--- src/rtl/rcf_pkg.sv ---
// Shared types, constants and the CRC helper for the raw Ethernet command framer.
package rcf_pkg;

  localparam logic [15:0] CRC_INIT  = 16'h1D0F;
  localparam logic [15:0] CRC_POLY  = 16'h1021;
  localparam logic [7:0]  SYNC_BYTE = 8'h55;
  localparam logic [15:0] ETH_LEN_BASE = 16'd10;
  localparam int unsigned HDR_BYTES = 22;

  localparam logic ACTION_START   = 1'b0;
  localparam logic ACTION_PAYLOAD = 1'b1;

  localparam logic REG_DEST_MAC   = 1'b0;
  localparam logic REG_SOURCE_MAC = 1'b1;

  typedef struct packed {
    logic        action;
    logic [15:0] msg_id;
    logic [15:0] body_len;
    logic [7:0]  payload_byte;
  } in_item_t;

  typedef struct packed {
    logic [7:0] frame_byte;
    logic       frame_end;
  } out_item_t;

  typedef enum logic {
    CMD_START,
    CMD_DATA
  } cmd_kind_e;

  typedef struct packed {
    cmd_kind_e   kind;
    logic [15:0] msg_id;
    logic [15:0] body_len;
    logic [7:0]  data_byte;
    logic        last;
  } cmd_t;

  typedef struct packed {
    logic full;
    logic empty;
  } fifo_status_t;

  typedef enum logic [2:0] {
    BK_IDLE,
    BK_HDR,
    BK_CRC_HI,
    BK_CRC_LO,
    BK_PAD
  } back_state_e;

  function automatic logic [15:0] crc_feed(logic [15:0] crc, logic [7:0] b);
    logic [15:0] c;
    c = crc ^ {b, 8'h00};
    for (int k = 0; k < 8; k++) begin
      if (c[15]) begin
        c = {c[14:0], 1'b0} ^ CRC_POLY;
      end else begin
        c = {c[14:0], 1'b0};
      end
    end
    return c;
  endfunction

endpackage

--- src/rtl/rcf_front.sv ---
// Front end: accepts requests, tracks the open frame and queues frame commands.
module rcf_front (
  input  logic                 clk_i,
  input  logic                 rst_ni,
  input  logic                 in_valid_i,
  output logic                 in_ready_o,
  input  rcf_pkg::in_item_t    in_data_i,
  input  rcf_pkg::fifo_status_t fifo_status_i,
  output logic                 push_o,
  output rcf_pkg::cmd_t        push_data_o
);

  logic [15:0] remaining_q, remaining_d;
  logic        accept;
  logic        is_start;
  logic        is_live_data;

  assign in_ready_o   = !fifo_status_i.full;
  assign accept       = in_valid_i && in_ready_o;
  assign is_start     = (in_data_i.action == rcf_pkg::ACTION_START);
  assign is_live_data = (in_data_i.action == rcf_pkg::ACTION_PAYLOAD) && (remaining_q != 16'd0);

  assign push_o = accept && (is_start || is_live_data);

  always_comb begin
    push_data_o.kind      = is_start ? rcf_pkg::CMD_START : rcf_pkg::CMD_DATA;
    push_data_o.msg_id    = in_data_i.msg_id;
    push_data_o.body_len  = in_data_i.body_len;
    push_data_o.data_byte = in_data_i.payload_byte;
    push_data_o.last      = (remaining_q == 16'd1);
  end

  always_comb begin
    remaining_d = remaining_q;
    if (accept && is_start) begin
      remaining_d = in_data_i.body_len;
    end else if (accept && is_live_data) begin
      remaining_d = remaining_q - 16'd1;
    end
  end

  always_ff @(posedge clk_i or negedge rst_ni) begin
    if (!rst_ni) begin
      remaining_q <= '0;
    end else begin
      remaining_q <= remaining_d;
    end
  end

endmodule

--- src/rtl/rcf_fifo.sv ---
// Two-entry command queue between the front end and the byte sequencer.
module rcf_fifo (
  input  logic                  clk_i,
  input  logic                  rst_ni,
  input  logic                  push_i,
  input  rcf_pkg::cmd_t         push_data_i,
  input  logic                  pop_i,
  output rcf_pkg::cmd_t         pop_data_o,
  output rcf_pkg::fifo_status_t status_o
);

  rcf_pkg::cmd_t mem_q [2];
  logic          wr_ptr_q;
  logic          rd_ptr_q;
  logic [1:0]    count_q;
  logic          do_push;
  logic          do_pop;

  assign status_o.full  = (count_q == 2'd2);
  assign status_o.empty = (count_q == 2'd0);
  assign do_push = push_i && !status_o.full;
  assign do_pop  = pop_i && !status_o.empty;
  assign pop_data_o = mem_q[rd_ptr_q];

  always_ff @(posedge clk_i) begin
    if (do_push) begin
      mem_q[wr_ptr_q] <= push_data_i;
    end
  end

  always_ff @(posedge clk_i or negedge rst_ni) begin
    if (!rst_ni) begin
      wr_ptr_q <= 1'b0;
      rd_ptr_q <= 1'b0;
      count_q  <= 2'd0;
    end else begin
      if (do_push) begin
        wr_ptr_q <= !wr_ptr_q;
      end
      if (do_pop) begin
        rd_ptr_q <= !rd_ptr_q;
      end
      case ({do_push, do_pop})
        2'b10:   count_q <= count_q + 2'd1;
        2'b01:   count_q <= count_q - 2'd1;
        default: count_q <= count_q;
      endcase
    end
  end

endmodule

--- src/rtl/rcf_back.sv ---
// Byte sequencer: emits header, payload, CRC and padding bytes through an output register.
module rcf_back #(
  parameter int unsigned MIN_PAYLOAD = 46
) (
  input  logic                  clk_i,
  input  logic                  rst_ni,
  input  logic [47:0]           dest_mac_i,
  input  logic [47:0]           source_mac_i,
  input  rcf_pkg::fifo_status_t fifo_status_i,
  input  rcf_pkg::cmd_t         cmd_i,
  output logic                  pop_o,
  output logic                  out_valid_o,
  input  logic                  out_ready_i,
  output rcf_pkg::out_item_t    out_data_o
);

  localparam int unsigned PAD_MAX = MIN_PAYLOAD - 10;
  localparam int unsigned CNT_W   =
    ($clog2(MIN_PAYLOAD + 1) > 5) ? $clog2(MIN_PAYLOAD + 1) : 5;

  rcf_pkg::back_state_e state_q, state_d;
  logic [CNT_W-1:0]     cnt_q, cnt_d;
  logic [15:0]          crc_q, crc_d;
  logic [15:0]          id_q, id_d;
  logic [15:0]          len_q, len_d;
  logic                 out_valid_q;
  rcf_pkg::out_item_t   out_data_q;

  logic                 advance;
  logic                 emit;
  rcf_pkg::out_item_t   emit_data;
  logic [4:0]           hdr_idx;
  logic [7:0]           hdr_byte;
  logic [15:0]          eth_len;
  logic                 pad_none;
  logic [CNT_W-1:0]     pad_count;
  logic [16:0]          pad_wide;

  function automatic logic [7:0] mac_byte(logic [47:0] mac, logic [2:0] i);
    return mac[(5 - int'(i)) * 8 +: 8];
  endfunction

  assign advance   = !out_valid_q || out_ready_i;
  assign hdr_idx   = cnt_q[4:0];
  assign eth_len   = len_q + rcf_pkg::ETH_LEN_BASE;
  assign pad_none  = ({1'b0, len_q} >= 17'(PAD_MAX));
  assign pad_wide  = 17'(PAD_MAX) - {1'b0, len_q};
  assign pad_count = pad_wide[CNT_W-1:0];

  always_comb begin
    hdr_byte = 8'h00;
    if (hdr_idx < 5'd6) begin
      hdr_byte = mac_byte(dest_mac_i, hdr_idx[2:0]);
    end else if (hdr_idx < 5'd12) begin
      hdr_byte = mac_byte(source_mac_i, 3'(hdr_idx - 5'd6));
    end else begin
      case (hdr_idx)
        5'd12:   hdr_byte = eth_len[7:0];
        5'd13:   hdr_byte = eth_len[15:8];
        5'd14:   hdr_byte = rcf_pkg::SYNC_BYTE;
        5'd15:   hdr_byte = rcf_pkg::SYNC_BYTE;
        5'd16:   hdr_byte = id_q[15:8];
        5'd17:   hdr_byte = id_q[7:0];
        5'd18:   hdr_byte = len_q[7:0];
        5'd19:   hdr_byte = len_q[15:8];
        default: hdr_byte = 8'h00;
      endcase
    end
  end

  always_comb begin
    state_d   = state_q;
    cnt_d     = cnt_q;
    crc_d     = crc_q;
    id_d      = id_q;
    len_d     = len_q;
    pop_o     = 1'b0;
    emit      = 1'b0;
    emit_data = '0;
    case (state_q)
      rcf_pkg::BK_IDLE: begin
        if (advance && !fifo_status_i.empty) begin
          pop_o = 1'b1;
          emit  = 1'b1;
          if (cmd_i.kind == rcf_pkg::CMD_START) begin
            emit_data.frame_byte = dest_mac_i[47:40];
            id_d    = cmd_i.msg_id;
            len_d   = cmd_i.body_len;
            crc_d   = rcf_pkg::CRC_INIT;
            cnt_d   = CNT_W'(1);
            state_d = rcf_pkg::BK_HDR;
          end else begin
            emit_data.frame_byte = cmd_i.data_byte;
            crc_d = rcf_pkg::crc_feed(crc_q, cmd_i.data_byte);
            if (cmd_i.last) begin
              state_d = rcf_pkg::BK_CRC_HI;
            end
          end
        end
      end
      rcf_pkg::BK_HDR: begin
        if (advance) begin
          emit = 1'b1;
          emit_data.frame_byte = hdr_byte;
          if (hdr_idx >= 5'd16) begin
            crc_d = rcf_pkg::crc_feed(crc_q, hdr_byte);
          end
          cnt_d = cnt_q + CNT_W'(1);
          if (hdr_idx == 5'(rcf_pkg::HDR_BYTES - 1)) begin
            state_d = (len_q == 16'd0) ? rcf_pkg::BK_CRC_HI : rcf_pkg::BK_IDLE;
          end
        end
      end
      rcf_pkg::BK_CRC_HI: begin
        if (advance) begin
          emit = 1'b1;
          emit_data.frame_byte = crc_q[15:8];
          state_d = rcf_pkg::BK_CRC_LO;
        end
      end
      rcf_pkg::BK_CRC_LO: begin
        if (advance) begin
          emit = 1'b1;
          emit_data.frame_byte = crc_q[7:0];
          emit_data.frame_end  = pad_none;
          cnt_d   = pad_count;
          state_d = pad_none ? rcf_pkg::BK_IDLE : rcf_pkg::BK_PAD;
        end
      end
      rcf_pkg::BK_PAD: begin
        if (advance) begin
          emit = 1'b1;
          emit_data.frame_end = (cnt_q == CNT_W'(1));
          cnt_d = cnt_q - CNT_W'(1);
          if (cnt_q == CNT_W'(1)) begin
            state_d = rcf_pkg::BK_IDLE;
          end
        end
      end
      default: state_d = rcf_pkg::BK_IDLE;
    endcase
  end

  always_ff @(posedge clk_i or negedge rst_ni) begin
    if (!rst_ni) begin
      state_q     <= rcf_pkg::BK_IDLE;
      cnt_q       <= '0;
      crc_q       <= rcf_pkg::CRC_INIT;
      out_valid_q <= 1'b0;
    end else begin
      state_q <= state_d;
      cnt_q   <= cnt_d;
      crc_q   <= crc_d;
      if (advance) begin
        out_valid_q <= emit;
      end
    end
  end

  always_ff @(posedge clk_i) begin
    id_q  <= id_d;
    len_q <= len_d;
    if (advance && emit) begin
      out_data_q <= emit_data;
    end
  end

  assign out_valid_o = out_valid_q;
  assign out_data_o  = out_data_q;

endmodule

--- src/rtl/raw_ethernet_command_framer_top.sv ---
// Top level of the raw Ethernet command framer.
//
// Requests enter on the in channel (valid/ready). A start request opens a frame;
// payload requests carry one byte each and are dropped when no frame is open.
// Frame bytes leave on the out channel (valid/ready), frame_end marking the last.
// The cfg port writes the destination MAC (index 0) and source MAC (index 1).
// A front end classifies each request and queues start and live payload requests
// in a two-entry command queue; a byte sequencer drains the queue and drives a
// registered output. The first byte of a frame passes through the queue and the
// output register after its start request is accepted. A start request yields
// 22 header bytes, plus 2 CRC bytes and MIN_PAYLOAD - 10 padding bytes when the
// payload is empty; each payload request yields one byte, so payload bytes stream
// at one per cycle while the receiver does not stall. The last payload byte is
// followed by 2 CRC bytes and up to MIN_PAYLOAD - 11 padding bytes.
// A stalled receiver holds the output register; the sequencer then waits, the
// queue fills and in_ready_o drops. Reset clears the MAC registers, the queue
// and the sequencer; no frame is open afterward.
module raw_ethernet_command_framer_top #(
  parameter int unsigned MIN_PAYLOAD = 46
) (
  input  logic               clk_i,
  input  logic               rst_ni,
  input  logic               in_valid_i,
  output logic               in_ready_o,
  input  rcf_pkg::in_item_t  in_data_i,
  output logic               out_valid_o,
  input  logic               out_ready_i,
  output rcf_pkg::out_item_t out_data_o,
  input  logic               cfg_we_i,
  input  logic               cfg_index_i,
  input  logic [47:0]        cfg_data_i
);

  logic [47:0]           dest_mac_q;
  logic [47:0]           source_mac_q;
  logic                  push;
  rcf_pkg::cmd_t         push_data;
  logic                  pop;
  rcf_pkg::cmd_t         pop_data;
  rcf_pkg::fifo_status_t fifo_status;

  always_ff @(posedge clk_i or negedge rst_ni) begin
    if (!rst_ni) begin
      dest_mac_q   <= '0;
      source_mac_q <= '0;
    end else if (cfg_we_i) begin
      if (cfg_index_i == rcf_pkg::REG_DEST_MAC) begin
        dest_mac_q <= cfg_data_i;
      end
      if (cfg_index_i == rcf_pkg::REG_SOURCE_MAC) begin
        source_mac_q <= cfg_data_i;
      end
    end
  end

  rcf_front u_front (
    .clk_i         (clk_i),
    .rst_ni        (rst_ni),
    .in_valid_i    (in_valid_i),
    .in_ready_o    (in_ready_o),
    .in_data_i     (in_data_i),
    .fifo_status_i (fifo_status),
    .push_o        (push),
    .push_data_o   (push_data)
  );

  rcf_fifo u_fifo (
    .clk_i       (clk_i),
    .rst_ni      (rst_ni),
    .push_i      (push),
    .push_data_i (push_data),
    .pop_i       (pop),
    .pop_data_o  (pop_data),
    .status_o    (fifo_status)
  );

  rcf_back #(
    .MIN_PAYLOAD (MIN_PAYLOAD)
  ) u_back (
    .clk_i         (clk_i),
    .rst_ni        (rst_ni),
    .dest_mac_i    (dest_mac_q),
    .source_mac_i  (source_mac_q),
    .fifo_status_i (fifo_status),
    .cmd_i         (pop_data),
    .pop_o         (pop),
    .out_valid_o   (out_valid_o),
    .out_ready_i   (out_ready_i),
    .out_data_o    (out_data_o)
  );

`ifndef ASSERT_OFF
  a_fifo_status: assert property (@(posedge clk_i) disable iff (!rst_ni)
    !(fifo_status.full && fifo_status.empty))
    else $error("Command queue reports full and empty at once.");

  a_no_overflow: assert property (@(posedge clk_i) disable iff (!rst_ni)
    push |-> !fifo_status.full)
    else $error("Front end pushed into a full command queue.");

  a_no_underflow: assert property (@(posedge clk_i) disable iff (!rst_ni)
    pop |-> !fifo_status.empty)
    else $error("Sequencer popped an empty command queue.");
`endif

endmodule
--- config.mk ---
export PLATFORM = sky130hd
export DESIGN_NAME = raw_ethernet_command_framer_top
export DESIGN_NICKNAME = d
export VERILOG_FILES = /design/src/rtl/rcf_pkg.sv /design/src/rtl/rcf_front.sv /design/src/rtl/rcf_fifo.sv /design/src/rtl/rcf_back.sv /design/src/rtl/raw_ethernet_command_framer_top.sv
export SDC_FILE = /design/constraint.sdc
export NUM_CORES = 1
export LEC_CHECK = 0
export CORE_ASPECT_RATIO = 0.7
export CORE_MARGIN = 1
export CORE_UTILIZATION = 60
export DETAILED_ROUTE_END_ITERATION = 7
export DONT_BUFFER_PORTS = 1
export PLACE_DENSITY = 0.76
export SYNTH_ARGS = -nofsm -noshare
export SYNTH_HDL_FRONTEND = slang
export SYNTH_HIERARCHICAL = 1
export SYNTH_SLANG_ARGS = --single-unit
export TNS_END_PERCENT = 10
--- constraint.sdc ---
create_clock -name clk_i -period 4.5 [get_ports clk_i]
set_clock_uncertainty 0.2 [all_clocks]
set_input_delay 0.9 -clock clk_i [delete_from_list [all_inputs] [get_ports clk_i]]
set_output_delay 0.9 -clock clk_i [all_outputs]
set_load 0.01 [all_outputs]
Word-level counts from Yosys, hierarchy flattened

Memories as Yosys holds them, arrays and structs flattened.
Index checks and enable logic that the tools add are counted.

Shift-type cells: 2
Reduce and logical (&&, ||, !) cells: 32
$lt $le $gt $ge: 4
Eq/ne operators: 28
Add/sub/neg operators: 10
Bitwise operators: 21
Mux-type cells: 102

Operators with widths:

| operator                                                                             | count |
|---|---|
| 16-bit two-way mux                                                                   | 48 |
| 13-bit two-way mux                                                                   | 16 |
| 48-bit by 32-bit variable part select with 8-bit output                              | 2 |
| 8-bit one-hot mux with 7 select lines                                                | 1 |
| 8-bit two-way mux                                                                    | 6 |
| 3-bit NOT                                                                            | 16 |
| 16-bit one-hot mux with 2 select lines                                               | 1 |
| 8-bit one-hot mux with 4 select lines                                                | 1 |
| 16-bit bitwise XOR                                                                   | 2 |
| 3-bit two-way mux                                                                    | 10 |
| 6-bit two-way mux                                                                    | 5 |
| 5-bit equality test, second input constant                                           | 5 |
| 6-bit one-hot mux with 4 select lines                                                | 1 |
| 5-bit by 4-bit equality test with 1-bit output, second input constant                | 4 |
| 16-bit by 4-bit adder with 16-bit output, second input constant                      | 1 |
| 16-bit by 1-bit equality test with 1-bit output, second input constant               | 1 |
| 16-bit by 6-bit greater-or-equal comparator with 1-bit output, second input constant | 1 |
| 16-bit logical NOT                                                                   | 1 |
| 2-bit by 1-bit != test with 1-bit output, second input constant                      | 8 |
| 16-bit nonzero test                                                                  | 1 |
| 16-bit by 1-bit subtractor with 16-bit output, second input constant                 | 1 |
| 3-bit one-hot mux with 5 select lines                                                | 1 |
| 1-bit logical AND                                                                    | 9 |
| 9-bit two-way mux                                                                    | 1 |
| other kinds (36)                                                                     | 56 |

Bits in writable memories: 84
Memories kept: 1
Word-level logic and storage cells: 214
Output and inout bits: 11
Register bits after elaboration: 183

Memories:

| name         | words | width | rd ports | clocked after Yosys merged registers in | wr ports | line           | source |
|---|---|---|---|---|---|---|---|
| u_fifo.mem_q | 2     | 42    | 1        | 0                                       | 1        | rcf_fifo.sv:12 | `rcf_pkg::cmd_t mem_q [2];` |

Logic depth before layout (Yosys ltp)

Depth after elaboration: 46
Depth in mapped cells: 14
Mapped depth without buffers: 11

Modules after synthesis

The synthesis kept the hierarchy.

By module, submodules not included:

| module                          | cells an instance | instances | area each (µm²) | seq. area each (µm²) |
|---|---|---|---|---|
| rcf_back                        | 599               | 1         | 5880.6          | 1891.8 |
| raw_ethernet_command_framer_top | 204               | 1         | 3579.7          | 2402.3 |
| rcf_fifo                        | 149               | 1         | 3429.5          | 2622.5 |
| rcf_front                       | 186               | 1         | 1577.8          | 400.4 |

Worst setup path after synthesis

OpenSTA, ideal clock, no wires.

Path kind: in2reg
From: input port in_valid_i
To: memory u_fifo/mem_q[0][0] (netlist name), enable pin
Path slack: 496 ps
Cell stages on the path: 5
Arrival time: 3363 ps
Path through: nor2b_1 > o21ai_4 > inv_4 > nand2_1 > nor2_1

Longest elaborated chain between the ends: 5

Ends and longest elaborated chain:

| what                                    | line                                  | source |
|---|---|---|
| start: declaration                      | raw_ethernet_command_framer_top.sv:23 | `input logic in_valid_i,` |
| 1-bit logical AND                       | rcf_front.sv:19                       | `assign accept = in_valid_i && in_ready_o;` |
| 1-bit logical AND                       | rcf_front.sv:23                       | `assign push_o = accept && (is_start \|\| is_live_data);` |
| via push                                | raw_ethernet_command_framer_top.sv:36 | `logic push;` |
| 1-bit logical AND                       | rcf_fifo.sv:21                        | `assign do_push = push_i && !status_o.full;` |
| 1-bit two-way mux                       | rcf_fifo.sv:26                        | `if (do_push) begin` |
| 1-bit two-way mux (implied by the code) | rcf_fifo.sv:27                        | `mem_q[wr_ptr_q] <= push_data_i;` |
| end: declaration                        | rcf_fifo.sv:12                        |  |

The timed path passes the listed nets, and every way through them passes these cells.

Worst setup path after layout

From: register u_back.cnt_q[0]
To: register u_back.crc_q[13]

Longest elaborated chain between the ends: 35

Ends and longest elaborated chain:

| what                                                                                                                    | line                           | source |
|---|---|---|
| start: declaration                                                                                                      | rcf_back.sv:22                 | `logic [CNT_W-1:0] cnt_q, cnt_d;` |
| start signal: assignment                                                                                                | rcf_back.sv:152                | `cnt_q <= cnt_d;` |
| 3-bit subtractor / 5-bit by 4-bit equality test with 1-bit output (equally long branches)                               | rcf_back.sv:55, rcf_back.sv:57 |  |
| 3-bit by 3-bit subtractor with 4-bit output / 2-bit OR reduction (equally long branches)                                | -                              |  |
| 48-bit by 32-bit variable part select with 8-bit output / 8-bit one-hot mux with 7 select lines (equally long branches) | rcf_back.sv:40, rcf_back.sv:57 |  |
| 8-bit two-way mux                                                                                                       | rcf_back.sv:54                 | `end else if (hdr_idx < 5'd12) begin` |
| 8-bit two-way mux                                                                                                       | rcf_back.sv:52                 | `if (hdr_idx < 5'd6) begin` |
| 16-bit bitwise XOR                                                                                                      | rcf_pkg.sv:56                  | `c = crc ^ {b, 8'h00};` |
| 13-bit two-way mux                                                                                                      | rcf_pkg.sv:58                  | `if (c[15]) begin` |
| 16-bit two-way mux                                                                                                      | rcf_back.sv:105                | `if (hdr_idx >= 5'd16) begin` |
| [... 19 more ...]                                                                                                       | -                              |  |
| 16-bit two-way mux                                                                                                      | rcf_back.sv:80                 | `case (state_q)` |
| 13-bit two-way mux                                                                                                      | rcf_pkg.sv:58                  |  |
| 16-bit two-way mux                                                                                                      | rcf_back.sv:105                |  |
| 16-bit two-way mux                                                                                                      | rcf_back.sv:102                | `if (advance) begin` |
| 16-bit two-way mux                                                                                                      | rcf_back.sv:80                 |  |
| 16-bit two-way mux                                                                                                      | rcf_back.sv:105                |  |
| 16-bit two-way mux                                                                                                      | rcf_back.sv:102                |  |
| 16-bit one-hot mux with 2 select lines                                                                                  | rcf_back.sv:80                 |  |
| end signal: assignment                                                                                                  | rcf_back.sv:148                | `crc_q <= rcf_pkg::CRC_INIT;` |
| end signal: assignment                                                                                                  | rcf_back.sv:153                | `crc_q <= crc_d;` |
| end: declaration                                                                                                        | rcf_back.sv:23                 | `logic [15:0] crc_q, crc_d;` |

Parallel ways exist; a longest one is shown, timed or not. The select of a mux whose other input is x is not followed.
A chain may end at the register's enable or synchronous reset.

==> flow_summary.json <==
{
  "synthesis.nets": 1249,
  "drt_first_iter_violations": 1073,
  "multiInputGateArea_sq_mm": 0.00622,
  "slowest_delay_ns": 0.71,
  "synth_edf_count": 125,
  "postCtsHoldBufs": 2,
  "cts_tree": "done",
  "setup_violations": 0,
  "synth_top_area_share": 0.259,
  "dieArea_sq_mm": 0.0247,
  "pin_count": 106,
  "cts_sinks": 267,
  "ant_nets": 0,
  "max_cap_violations": 0,
  "synth_seq_cells": 267,
  "cts_made_buffers": 26,
  "ys_top_cells_by_count": "dfrtp_1, edfxtp_1, mux2_2",
  "min_period_ns": 3.79,
  "synth_top_area_cell": "edfxtp_1",
  "crit_arrival_ns": 4.01,
  "globalplace.congestion": 0.973,
  "p_per_area_mw_per_mm2": 704,
  "crit_fanout": 10,
  "drc": 0,
  "syn_avg_cell_area_sq_um": 12.7,
  "yosysMostFrequentCell": "dfrtp_1",
  "grt_pass1_wl_mm": 52.1,
  "synth_flop_cell": "dfrtp_1",
  "clockRootBuffer": "clkbuf_16",
  "antenna_found_initial": 3,
  "area_delta_synth_final_pct": 4.07,
  "use_met1": 0.422,
  "htreeDepth": 1,
  "vdd_drop_max_mv": 0.406,
  "drt_wl_total_mm": 33.5,
  "vias_per_cell": 6.57,
  "power_mw": 10.6,
  "synth_area_sq_mm": 0.0145,
  "grt_pass1_vias": 8871,
  "rsz0062_at_grt": "false",
  "worstMarginPinSlew_ns": 1.23,
  "status": "complete, no violations",
  "seq_area_sq_mm": 0.00732,
  "wl_per_cell_um": 23.7,
  "drtPass1Iterations": 5,
  "use_met3": 0.0828,
  "layout.nets": 1188,
  "clk_latency_ns": 0.54,
  "required_ns": 4.72,
  "hp-class": "input pin to asynchronous set/reset pin",
  "via_count": 9291,
  "slew_viol_final": 0,
  "start_kind": "register",
  "dp_hpwl_mm": 23.3,
  "busiest_layer": "met1",
  "fillers": 1809,
  "portBuffers": 0,
  "timing.fmax_ghz": 0.264,
  "drive_gt1_frac": 0.235,
  "initial_core_util": 0.612,
  "post_cts_buffers": 0,
  "endpoint_kind": "register",
  "rows": 47,
  "overflow": 0,
  "use_met2": 0.375,
  "async_flop_share": 0.532,
  "clockBufferDepth": 3,
  "grt_max_degree": 135,
  "dieHeight_um": 132,
  "yosysWarningCount": 6,
  "timing.slew.headroom": 0.179,
  "die_x_um": 188,
  "core_area_sq_mm": 0.0236,
  "finalHoldViolCount": 0,
  "fin_crit_sh": 0.842,
  "grt_use_total": 0.271,
  "synth_area_leaders": "edfxtp_1, dfrtp_1, mux2_2",
  "cts.clk_slew.worst_paths_ns": 0.06,
  "synth_cells": 1138,
  "holdWs_ns": 0.0178,
  "worstSetupPathType": "register to register",
  "critPathSlowestCell": "or4bb_2",
  "synth_seq_area_share": 0.506,
  "p_leak_nw": 5.80,
  "cts_resized": 0,
  "n_antenna_cell": 0,
  "fin_setup_tns_ns": 0,
  "cp_cell_sequence": "inv_2 > ha_1 > or4bb_2 > o211ai_1 > o41a_2 > o21ai_0 > a21oi_2 > xnor3_1 > o311a_1",
  "synth.distinct_cells": 98
}
[critical path: cells and delay by family (launching register included)]
family	cells	cell delay, ns
flops	1	0.49
simple gates	1	0.71
buf+inv	1	0.15
fa+ha+maj	1	0.31
xor+xnor	1	0.45
compound gates	5	1.37
[cell usage in the layout (no fill, tap or decap), drive strengths merged, types with 5 or more instances in the layout]
cell	n
a211oi	11
a21o	9
a21oi	38
a221o	8
a221oi	8
a22o	9
a22oi	11
and3	12
buf	20
clkbuf	35
clkinv	9
dfrtp	134
dfstp	8
edfxtp	125
ha	16
inv	26
mux2	154
mux2i	32
mux4	13
nand2	54
nand2b	11
nand3	21
nand4	10
nor2	52
nor2b	9
nor3	17
nor4	11
o211ai	7
o21ai	51
o221ai	10
o22ai	13
o311ai	5
o31ai	9
or3	12
xnor2	34
xor2	12
[where the power goes]
| part | switching, mW | internal [mW] |
|---|---|---|
| combinational | 2.56 | 2.05 |
| clock | 0.904 | 1.20 |
| sequential | 0.614 | 3.28 |
[final timing paths]
check	to	slack [ns]	from	cells past startpoint
setup / recovery	u_back/crc_q[13]$_DFFE_PN0P_	0.71	u_back/cnt_q[0]$_DFFE_PN0P_	9
hold / removal	u_back/crc_q[10]$_DFFE_PN1P_	0.02	rst_ni	0
setup reg to reg	u_back/crc_q[13]$_DFFE_PN0P_	0.71	u_back/cnt_q[0]$_DFFE_PN0P_	9
hold reg to reg	source_mac_q[41]$_DFFE_PN0P_	0.29	source_mac_q[41]$_DFFE_PN0P_	1
max in group asynchronous	u_back/crc_q[12]$_DFFE_PN1P_	3.38	rst_ni	1
min in group clk_i	u_front/remaining_q[12]$_DFFE_PN0P_	0.24	in_data_i[40]	1
[metal layers]
| metal | wire length, um | vias to the layer above |
|---|---|---|
| met4 | 468 | 0 |
| met1 | 15100 | 4650 |
| met5 | 0 | - |
| met2 | 14100 | 454 |
| met3 | 3860 | 43 |
| li1 | - | 4144 |
[through the flow]
| stage | worst slack [ns] | cells | instance area [sq um] | utilization |
|---|---|---|---|---|
| global placement | 0.833 | 1364 | 14200 | 0.600 |
| global route | 0.542 | 1415 | 15100 | 0.637 |
| CTS | 0.806 | 1414 | 15000 | 0.636 |
| finish | 0.709 | 1415 | 15100 | 0.637 |
| floorplan | 0.496 | 1138 | 14500 | - |
| detailed placement | 0.803 | 1364 | 14200 | 0.600 |
[kinds of logic after synthesis]
family | Yosys count | synth area share
simple gates | 240 | 0.0915
buf+inv | 137 | 0.0658
mux | 199 | 0.172
fa+ha+maj | 16 | 0.0138
compound gates | 229 | 0.116
flops | 267 | 0.506
xor+xnor | 50 | 0.0343
[flip-flops by register name, indices dropped and copies added, names as in the netlist]
name	cells
u_back/state_q	3
u_fifo/mem_q	84
u_back/crc_q	16
u_back/out_data_o	9
u_back/out_valid_o	1
dest_mac_q	48
source_mac_q	48
u_fifo/wr_ptr_q	1
u_back/cnt_q	6
u_fifo/rd_ptr_q	1
u_back/id_q	16
u_back/len_q	16
u_fifo/count_q	2
u_front/remaining_q	16
[cell type report]
cell class              instances  share of cell area
inverters                      26             0.00665
flip-flops and latches        267               0.486
multi-input cells             734               0.413
clock inverters                13             0.00956
repair buffers                 22              0.0126
well taps                     318              0.0264
clock buffers                  35              0.0457
(Power assumes the default switching activity.)
